`src/acld_pkg.sv`:
```
// ----------------------------------------------------------------------------
// acld_pkg
// Shared types, codes and the line compare helper for the command line decoder.
// ----------------------------------------------------------------------------
package acld_pkg;

  // reply codes
  localparam logic [3:0] REPLY_NONE  = 4'd0;
  localparam logic [3:0] REPLY_START = 4'd1;
  localparam logic [3:0] REPLY_STOP  = 4'd2;
  localparam logic [3:0] REPLY_PONG  = 4'd3;
  localparam logic [3:0] REPLY_GYRO  = 4'd4;
  localparam logic [3:0] REPLY_ACCEL = 4'd5;
  localparam logic [3:0] REPLY_ERASE = 4'd6;
  localparam logic [3:0] REPLY_CALIB = 4'd7;
  localparam logic [3:0] REPLY_ERROR = 4'd8;

  // pending calibration codes
  localparam logic [2:0] CAL_NONE  = 3'd0;
  localparam logic [2:0] CAL_GYRO  = 3'd1;
  localparam logic [2:0] CAL_ACCEL = 3'd2;
  localparam logic [2:0] CAL_ERASE = 3'd3;
  localparam logic [2:0] CAL_CALIB = 3'd4;

  // operation codes
  localparam logic OP_BYTE = 1'b0;
  localparam logic OP_TAKE = 1'b1;

  localparam logic [7:0] CHAR_CR = 8'h0D;
  localparam logic [7:0] CHAR_LF = 8'h0A;

  // longest word is 10 chars; one more byte is looked at for the terminator
  localparam int unsigned WORD_MAX  = 10;
  localparam int unsigned VIEW_MAX  = WORD_MAX + 1;

  localparam logic [79:0] W_START = "START";
  localparam logic [79:0] W_STOP  = "STOP";
  localparam logic [79:0] W_PING  = "PING";
  localparam logic [79:0] W_GYRO  = "CALIBGYRO";
  localparam logic [79:0] W_ACCEL = "CALIBACCEL";
  localparam logic [79:0] W_ERASE = "CALIBERASE";
  localparam logic [79:0] W_CALIB = "CALIB";

  typedef enum logic [1:0] {
    CLS_CHAR = 2'd0,
    CLS_CR   = 2'd1,
    CLS_LF   = 2'd2,
    CLS_TAKE = 2'd3
  } item_cls_t;

  typedef struct packed {
    item_cls_t  cls;
    logic [7:0] data;
  } item_t;

  // Line (byte 0 in low bits, missing bytes zero) cut at first zero byte
  // equals word. Word is a right-aligned string literal of wlen chars.
  function automatic logic word_match(input logic [8*VIEW_MAX-1:0] line,
                                      input logic [6:0]            len,
                                      input logic [79:0]           word,
                                      input logic [3:0]            wlen);
    logic       ok;
    logic [7:0] wb;
    logic [7:0] term;
    ok = (len >= {3'b000, wlen});
    for (int i = 0; i < WORD_MAX; i++) begin
      wb = 8'(word >> (8 * (int'(wlen) - i - 1)));
      if (i < int'(wlen)) begin
        ok = ok & (line[i*8 +: 8] == wb);
      end
    end
    term = 8'(line >> {wlen, 3'b000});
    ok = ok & ((len == {3'b000, wlen}) || (term == 8'h00));
    return ok;
  endfunction

endpackage

```
`src/acld_front.sv`:
```
// ----------------------------------------------------------------------------
// acld_front
// Classifies incoming requests into char / CR / LF / take and pushes them.
// ----------------------------------------------------------------------------
module acld_front (
  input  logic           in_valid,
  output logic           in_ready,
  input  logic           in_operation,
  input  logic [7:0]     in_rx_byte,
  output logic           push,
  output acld_pkg::item_t push_item,
  input  logic           q_ready
);
  import acld_pkg::*;

  item_cls_t cls;

  always_comb begin
    if (in_operation == OP_TAKE) begin
      cls = CLS_TAKE;
    end else if (in_rx_byte == CHAR_CR) begin
      cls = CLS_CR;
    end else if (in_rx_byte == CHAR_LF) begin
      cls = CLS_LF;
    end else begin
      cls = CLS_CHAR;
    end
  end

  assign in_ready       = q_ready;
  assign push           = in_valid & q_ready;
  assign push_item.cls  = cls;
  assign push_item.data = in_rx_byte;

endmodule

```
`src/acld_queue.sv`:
```
// ----------------------------------------------------------------------------
// acld_queue
// Two-entry queue between the classifier and the line engine.
// ----------------------------------------------------------------------------
module acld_queue (
  input  logic            clk,
  input  logic            rst_n,
  input  logic            push,
  input  acld_pkg::item_t push_item,
  output logic            q_ready,
  input  logic            pop,
  output logic            q_valid,
  output acld_pkg::item_t q_item
);
  import acld_pkg::*;

  item_t      mem_r [2];
  logic       wr_ptr_r, wr_ptr_nxt;
  logic       rd_ptr_r, rd_ptr_nxt;
  logic [1:0] count_r, count_nxt;

  assign q_ready = (count_r != 2'd2);
  assign q_valid = (count_r != 2'd0);
  assign q_item  = mem_r[rd_ptr_r];

  always_comb begin
    wr_ptr_nxt = wr_ptr_r ^ push;
    rd_ptr_nxt = rd_ptr_r ^ pop;
    count_nxt  = count_r + {1'b0, push} - {1'b0, pop};
  end

  always_ff @(posedge clk) begin
    if (!rst_n) begin
      wr_ptr_r <= 1'b0;
      rd_ptr_r <= 1'b0;
      count_r  <= 2'd0;
    end else begin
      wr_ptr_r <= wr_ptr_nxt;
      rd_ptr_r <= rd_ptr_nxt;
      count_r  <= count_nxt;
    end
  end

  always_ff @(posedge clk) begin
    if (push) begin
      mem_r[wr_ptr_r] <= push_item;
    end
  end

endmodule

```
`src/acld_back.sv`:
```
// ----------------------------------------------------------------------------
// acld_back
// Line store, word compare, stream/calibration state and result register.
// ----------------------------------------------------------------------------
module acld_back #(
  parameter int unsigned LINE_BUFFER_BYTES = 16
) (
  input  logic            clk,
  input  logic            rst_n,
  input  logic            q_valid,
  input  acld_pkg::item_t q_item,
  output logic            pop,
  output logic            out_valid,
  input  logic            out_ready,
  output logic [3:0]      out_reply_code,
  output logic            out_streaming,
  output logic [2:0]      out_calib_command
);
  import acld_pkg::*;

  localparam int unsigned DEPTH = LINE_BUFFER_BYTES - 1;
  // only the bytes the compare can ever look at are kept
  localparam int unsigned CMP_N = (DEPTH < VIEW_MAX) ? DEPTH : VIEW_MAX;
  localparam int unsigned LEN_W = $clog2(DEPTH + 1);
  localparam int unsigned IDX_W = $clog2(CMP_N);
  localparam logic [LEN_W-1:0] DEPTH_L = LEN_W'(DEPTH);
  localparam logic [LEN_W-1:0] CMP_L   = LEN_W'(CMP_N);

  logic [7:0]       store_r [CMP_N];
  logic [LEN_W-1:0] len_r, len_nxt;
  logic             stream_r, stream_nxt;
  logic [2:0]       pend_r, pend_nxt;
  logic             ovalid_r, ovalid_nxt;
  logic [3:0]       reply_r, reply_nxt;
  logic             ostream_r;
  logic [2:0]       ocal_r, ocal_nxt;

  logic [8*VIEW_MAX-1:0] line_v;
  logic [6:0]            len7;
  logic                  wr_en;

  genvar g;
  generate
    for (g = 0; g < VIEW_MAX; g++) begin : g_view
      if (g < CMP_N) begin : g_have
        assign line_v[g*8 +: 8] = store_r[g];
      end else begin : g_none
        assign line_v[g*8 +: 8] = 8'h00;
      end
    end
  endgenerate

  assign len7 = 7'(len_r);
  assign pop  = q_valid & (~ovalid_r | out_ready);

  always_comb begin
    len_nxt    = len_r;
    stream_nxt = stream_r;
    pend_nxt   = pend_r;
    reply_nxt  = REPLY_NONE;
    ocal_nxt   = pend_r;
    wr_en      = 1'b0;
    unique case (q_item.cls)
      CLS_TAKE: begin
        ocal_nxt = pend_r;
        pend_nxt = CAL_NONE;
      end
      CLS_CR: begin
      end
      CLS_LF: begin
        len_nxt = '0;
        if (word_match(line_v, len7, W_START, 4'd5)) begin
          stream_nxt = 1'b1;
          reply_nxt  = REPLY_START;
        end else if (word_match(line_v, len7, W_STOP, 4'd4)) begin
          stream_nxt = 1'b0;
          reply_nxt  = REPLY_STOP;
        end else if (word_match(line_v, len7, W_PING, 4'd4)) begin
          reply_nxt = REPLY_PONG;
        end else if (word_match(line_v, len7, W_GYRO, 4'd9)) begin
          pend_nxt  = CAL_GYRO;
          reply_nxt = REPLY_GYRO;
        end else if (word_match(line_v, len7, W_ACCEL, 4'd10)) begin
          pend_nxt  = CAL_ACCEL;
          reply_nxt = REPLY_ACCEL;
        end else if (word_match(line_v, len7, W_ERASE, 4'd10)) begin
          pend_nxt  = CAL_ERASE;
          reply_nxt = REPLY_ERASE;
        end else if (word_match(line_v, len7, W_CALIB, 4'd5)) begin
          pend_nxt  = CAL_CALIB;
          reply_nxt = REPLY_CALIB;
        end else if (len_r != '0) begin
          reply_nxt = REPLY_ERROR;
        end
        ocal_nxt = pend_nxt;
      end
      CLS_CHAR: begin
        if (len_r < DEPTH_L) begin
          wr_en   = (len_r < CMP_L);
          len_nxt = len_r + 1'b1;
        end else begin
          len_nxt = '0;
        end
      end
      default: begin
      end
    endcase
    ovalid_nxt = pop | (ovalid_r & ~out_ready);
  end

  always_ff @(posedge clk) begin
    if (!rst_n) begin
      len_r    <= '0;
      stream_r <= 1'b0;
      pend_r   <= CAL_NONE;
      ovalid_r <= 1'b0;
    end else begin
      ovalid_r <= ovalid_nxt;
      if (pop) begin
        len_r    <= len_nxt;
        stream_r <= stream_nxt;
        pend_r   <= pend_nxt;
      end
    end
  end

  always_ff @(posedge clk) begin
    if (pop) begin
      reply_r   <= reply_nxt;
      ostream_r <= stream_nxt;
      ocal_r    <= ocal_nxt;
      if (wr_en) begin
        store_r[len_r[IDX_W-1:0]] <= q_item.data;
      end
    end
  end

  assign out_valid         = ovalid_r;
  assign out_reply_code    = reply_r;
  assign out_streaming     = ostream_r;
  assign out_calib_command = ocal_r;

endmodule

```
`src/ascii_command_line_decoder_unit.sv`:
```
// Path: an accepted request is written into the queue, and when the back pops it
//   its result is written into the result register, from which it can be taken.
// Throughput: one request per cycle while results are taken; the line engine handles
//   any request as it pops it, including the parallel word compare on a line feed.
// Reset (rst_n low, synchronous): line length, stream flag, pending calibration and
//   queue/result valid flags clear; line bytes keep whatever they held.
// ----------------------------------------------------------------------------
// ascii_command_line_decoder_unit
// Serial command line decoder: collects characters into a line and, on line
// feed, decodes START/STOP/PING/CALIB* commands into a reply code.
// ----------------------------------------------------------------------------
module ascii_command_line_decoder_unit #(
  parameter int unsigned LINE_BUFFER_BYTES = 16
) (
  input  logic       clk,
  input  logic       rst_n,
  // request channel
  input  logic       in_valid,
  output logic       in_ready,
  input  logic       in_operation,
  input  logic [7:0] in_rx_byte,
  // result channel
  output logic       out_valid,
  input  logic       out_ready,
  output logic [3:0] out_reply_code,
  output logic       out_streaming,
  output logic [2:0] out_calib_command
);
  import acld_pkg::*;

  // front -> queue
  logic  push;
  item_t push_item;
  logic  q_ready;
  // queue -> back
  logic  q_valid;
  item_t q_item;
  logic  pop;

  // Front: classify each request (char, CR, LF, take) and push it into
  // the queue; it stalls only when the queue is full.
  acld_front u_front (
    .in_valid     (in_valid),
    .in_ready     (in_ready),
    .in_operation (in_operation),
    .in_rx_byte   (in_rx_byte),
    .push         (push),
    .push_item    (push_item),
    .q_ready      (q_ready)
  );

  // Two entries decouple the front from a stalled result port.
  acld_queue u_queue (
    .clk       (clk),
    .rst_n     (rst_n),
    .push      (push),
    .push_item (push_item),
    .q_ready   (q_ready),
    .pop       (pop),
    .q_valid   (q_valid),
    .q_item    (q_item)
  );

  // Back: owns the line bytes, length, stream flag and pending calibration.
  // It pops whenever the result register is free or being drained, so a
  // result taken in the same cycle does not hold up the next request; a
  // result left waiting stalls the back while the queue absorbs requests.
  acld_back #(
    .LINE_BUFFER_BYTES (LINE_BUFFER_BYTES)
  ) u_back (
    .clk               (clk),
    .rst_n             (rst_n),
    .q_valid           (q_valid),
    .q_item            (q_item),
    .pop               (pop),
    .out_valid         (out_valid),
    .out_ready         (out_ready),
    .out_reply_code    (out_reply_code),
    .out_streaming     (out_streaming),
    .out_calib_command (out_calib_command)
  );

endmodule

```
`config.mk`:
```
export PLATFORM = sky130hd
export DESIGN_NAME = ascii_command_line_decoder_unit
export DESIGN_NICKNAME = d
export VERILOG_FILES = /design/src/acld_pkg.sv /design/src/acld_front.sv /design/src/acld_queue.sv /design/src/acld_back.sv /design/src/ascii_command_line_decoder_unit.sv
export SDC_FILE = /design/constraint.sdc
export NUM_CORES = 1
export LEC_CHECK = 0
export BUFFER_PORTS_ARGS = -buffer_cell sky130_fd_sc_hd__buf_4
export CAP_MARGIN = 15
export CORE_MARGIN = 1.5
export CORE_UTILIZATION = 55
export DETAILED_ROUTE_END_ITERATION = 10
export MAX_ROUTING_LAYER = met4
export PLACE_DENSITY = 0.75
export SYNTH_ARGS = -nofsm -noshare
export SYNTH_HDL_FRONTEND = slang
export SYNTH_HIERARCHICAL = 1
export SYNTH_SLANG_ARGS = --single-unit
```
`constraint.sdc`:
```
create_clock -name clk -period 2.5 [get_ports clk]
set_input_delay 0.25 -clock clk [delete_from_list [all_inputs] [get_ports clk]]
set_output_delay 0.25 -clock clk [all_outputs]
set_load 0.02 [all_outputs]
```
[Word-level counts from Yosys, hierarchy flattened]
Memory sizes are Yosys's and may differ from the RTL's. A register that Yosys moved wholly into a read port is not among the register bits.
Index checks and enable logic that the tools add are counted.
Operators by class
  reductions and logical operators: 18
  order comparisons: 6
  bitwise logic cells: 63
  multiplexer cells: 239
  add/subtract/negate cells: 3
  eq/ne operators: 39
Operator list (number)
  $eq 8x7->1 const B: 30
  $mux 1: 218
  $and 1x1->1: 56
  $mux 3: 12
  $logic_not 8->1: 4
  $eq 8x4->1 const B: 2
  $mux 2: 5
  $eq 4x3->1 const B: 2
  $eq 4x4->1 const B: 2
  $ge 4x3->1 const B: 2
  $ge 4x4->1 const B: 2
  $lt 4x4->1 const B: 2
  $mux 4: 2
  $pmux 4 s2: 1
  $reduce_or 8->1: 1
  $pmux 3 s2: 1
  $reduce_bool 2->1: 3
  $add 4x1->4 const B: 1
  $eq 2x2->1 const B: 2
  $logic_or 1x1->1: 4
  $reduce_and 2->1: 2
  $reduce_bool 4->1: 1
  $reduce_or 4->1: 1
  $not 1->1: 3
  7 further kinds: 9
Word-level totals
  logic and storage cells: 383
  bits in writable memories: 108
  output and inout bits: 10
  register bits: 21
  input port bits: 13
  memories kept: 2
Memory list
  u_back.store_r: words 11, bits a word 8, rd ports 11, clocked after memory_dff 0, write ports 1, RTL line acld_back.sv:29  | logic [7:0] store_r [CMP_N];
  u_queue.mem_r: words 2, bits a word 10, rd ports 1, clocked after memory_dff 1, write ports 1, RTL line acld_queue.sv:17  | item_t mem_r [2];

[Longest topological paths before layout]
An unclocked memory read counts as a cell.
  depth in word-level cells: 264
  mapped depth: 8
  mapped depth without buffers: 8

[By module]
Netlist, hierarchy kept.
By module, submodules not included
  acld_back: sequential area each 3062.9 um^2, area an instance 4190.3 um^2, times used 1, cells each 272
  acld_queue: sequential area each 700.7 um^2, area an instance 954.7 um^2, times used 1, cells each 52
  acld_front: sequential area each 0.0 um^2, area an instance 125.1 um^2, times used 1, cells each 16

[Worst setup path after synthesis]
OpenSTA, ideal clock, no wires.
  path type: reg2reg
  start point: register u_back.ovalid_r (netlist: u_back/out_valid)
  end point: memory u_back.store_r[7][0], enable pin
  buffers on the path: 1
  clock period less this slack: 2.475 ns
  setup time: 0.332 ns
  arrival time: 2.144 ns
  data required time: 2.168 ns
  stages on the path, launching flop included: 8
  path slack: 0.025 ns
  cell sequence: dfxtp_1 > nand2b_1 > and2_1 > clkbuf_1 > nand2b_1 > or2_2 > nor3b_1 > and2_1
Between the ends
  longest elaborated chain between the ends: 5
RTL lines
  from (decl): RTL line acld_back.sv:33  | logic ovalid_r, ovalid_nxt;
  from (signal assigned): RTL line acld_back.sv:118  | ovalid_r <= ovalid_nxt;
  $not 1->1: RTL line acld_back.sv:54  | assign pop = q_valid & (~ovalid_r | out_ready);
  $or 1x1->1: RTL line acld_back.sv:54
  $and 1x1->1: RTL line acld_back.sv:54
  via pop: RTL line ascii_command_line_decoder_unit.sv:38  | logic pop;
  $mux 1: RTL line acld_back.sv:128  | if (pop) begin
  $mux 1 (not written as such): RTL line acld_back.sv:133  | store_r[len_r[IDX_W-1:0]] <= q_item.data;
  to (decl): RTL line acld_back.sv:29
The timed path passes the listed nets, and every way through them passes these cells.

==> run_results.csv <==
group,metric,value,unit
clocking,cts_tree,"yes",
worst_hold_path,hold_path_class,"in2reg",
critical_path,arrival,2.90,ns
critical_path,start_kind,"register",
timing,rsz0062_at_grt,"yes",
cells_and_area,final_cell_mix,"116 x edfxtp_1, 38 x buf_4, 16 x clkbuf_16, 14 x dfxtp_1, 13 x and2_1",
timing,drv_slew,0,
floorplanning,fp-row-count,35,
timing,fin_setup_tns,0,ns
run,max_cap_violations,0,
timing,setup_ws,0.0317,ns
synthesis,synth_edf_count,116,
cells_and_area,final_common_cell,"edfxtp_1",
floorplanning,die_y,101,um
timing,maxSlewHeadroom,66.6,%
drt,vias,3081,
clocking,cts_htree_levels,4,
place,dpl_worst_slack,0.00849,ns
drt,routedWlPerCell,18.6,um
synthesis,netlist_area,0.00527,mm2
synthesis,synth-seq-cells,130,
synthesis,synth.net_count,361,
clocking,root_buffer,"clkbuf_8",
critical_path,crit_required,2.93,ns
critical_path,worstSetupPathType,"reg2reg",
timing,finalCritPeriodShare,98.7,%
clocking,clock_sinks,130,
place,gp_congestion,0.866,
pwr,leakage,2.11,nW
floorplanning,core,0.00928,mm2
global_route,antenna_found_initial,0,
drt,drt_pre_antenna_iters,5,
synthesis,netlist_instances,340,
synthesis,synth_top_flop_cell,"edfxtp_1",
synthesis,syn_avg_cell_area,15.5,um2
global_route,overflow,0,
drt,drt-total-wl,9950,um
timing,finalClockSkew,0.00809,ns
floorplanning,dieWidth,101,um
cells_and_area,area_growth,20.5,%
drt,viasPerCell,5.77,
cells_and_area,diodes,0,
timing,whs,0.0276,ns
synthesis,async_flop_share,0,%
timing,finalHoldViolations,0,
critical_path,critPathMaxFanout,4,
cells_and_area,drive_above_1_share,25.7,%
clocking,cts_buffer_depth,2,
clocking,cts_buffers,17,
timing,fin_crit,2.47,ns
pwr,power.total,6.22,mW
clocking,clkSlewWorstSetupHoldPaths,0.06,ns
global_route,grt_max_degree,17,
drt,drcViolationCount,0,
outcome,status,"complete, no violations",
pwr,ir_drop,0.000737,V
clocking,clk-insertion-delay-late,0.51,ns
timing,setup_viol,0,
floorplanning,initial_utilization,56.8,%
synthesis,yosysWarnings,6,
synthesis,ys_types,55,
synthesis,yosysSeqAreaShare,71.4,%
cells_and_area,fin_nets,413,
floorplanning,die_area,0.0102,mm2
floorplanning,ios,23,
pwr,power_density,979,mW/mm2
cells_and_area,post-route-util,68.4,%
cells_and_area,n_fill_cell,623,
global_route,grt_pass1_wl,15300,um
global_route,grt_pass1_vias,3079,
drt,drt_iter0_markers,186,
global_route,track_usage,21.7,%
critical_path,end_kind,"register",
timing,fmax,405,MHz
drt,postRouteAntennaNets,0,
timing,tightest_slew,0.496,ns
place,numPortBuffers,22,
place,dp_hpwl,6410,um
-- repair_timing --
action,CTS,global route
setup endpoints to repair,2,59
hold buffers,9,0
pin swaps,0,2
endpoints found under the hold margin,21,0
setup buffers,0,1
gates resized for setup,2,14
-- state kept, by name, indices dropped and copies added, names as in the netlist, 2 cells and up, named ones only --
| signal | cells |
|---|---|
| u_back/pend_r | 3 |
| u_queue/count_r | 2 |
| u_back/out_reply_code | 4 |
| u_back/out_calib_command | 3 |
| u_back/store_r | 88 |
| u_queue/mem_r | 20 |
| u_back/len_r | 4 |
-- final cells by class --
cell class              count  area (um2)  share of cell area [%]
flip-flops and latches    130        3760                    59.2
multi-input cells         186        1430                    22.6
clock buffers              17         414                    6.52
repair buffers             47         375                    5.91
clock inverters            15         166                    2.62
well taps                 129         161                    2.54
inverters                  10        37.5                   0.591
-- report_power, final --
group	total, mW	switching [mW]	internal (mW)
combinational	1.03	0.641	0.392
sequential	2.80	0.0672	2.73
clock	2.39	0.886	1.51
-- path summary, 6_finish.rpt --
kind                                      startpoint          endpoint  slack (ns)  depth (start not counted)
worst max-delay path            u_back/store_r[4][3]   u_back/stream_r        0.03                          5
worst min-delay path                       out_ready  u_back/out_valid        0.03                          3
worst max register to register  u_back/store_r[4][3]   u_back/stream_r        0.03                          5
worst min register to register      u_back/pend_r[2]  u_back/pend_r[2]        0.47                          2
-- critical path, cell delays in order, from the launching register on --
cell	delay, ns
edfxtp_1	0.43
or4_1	0.56
nor4b_2	0.27
or4b_4	0.54
or3_4	0.35
a311oi_2	0.23
-- cell families after synthesis --
logic type / count (synthesis) / share of synthesized area [%]
AND/OR/NAND/NOR: 130 / 16.8
flip-flops: 130 / 71.4
AO/OA/AOI/OAI: 36 / 4.77
buffers and inverters: 24 / 2.40
multiplexers: 10 / 2.14
adder cells (fa/ha/maj): 8 / 1.90
XOR/XNOR: 2 / 0.594
-- cell usage after synthesis (9+ instances only) --
master | count | area [um2]
a21oi_1 | 11 | 55.1
and2_1 | 19 | 119
buf_4 | 9 | 67.6
dfxtp_1 | 14 | 280
edfxtp_1 | 116 | 3480
inv_1 | 9 | 33.8
mux2_2 | 10 | 113
nand2_1 | 11 | 41.3
nand3_1 | 12 | 60.1
nor2_1 | 12 | 45.0
nor4_1 | 12 | 75.1
-- through the flow --
step	instances	cell area (um2)
3_5_place_dp	492	5620
6_report	534	6350
3_3_place_gp	492	5620
4_1_cts	533	6300
2_1_floorplan	340	5270
5_1_grt	534	6350
-- routing by layer --
| layer | global-route usage (%) | share of wire, % |
|---|---|---|
| met1 | 25.9 | 43 |
| met4 | 6.72 | 0.86 |
| met5 | - | 0 |
| met3 | 8.25 | 5.2 |
| met2 | 34.3 | 51 |
Note: power is estimated with default switching activity, not from simulation.
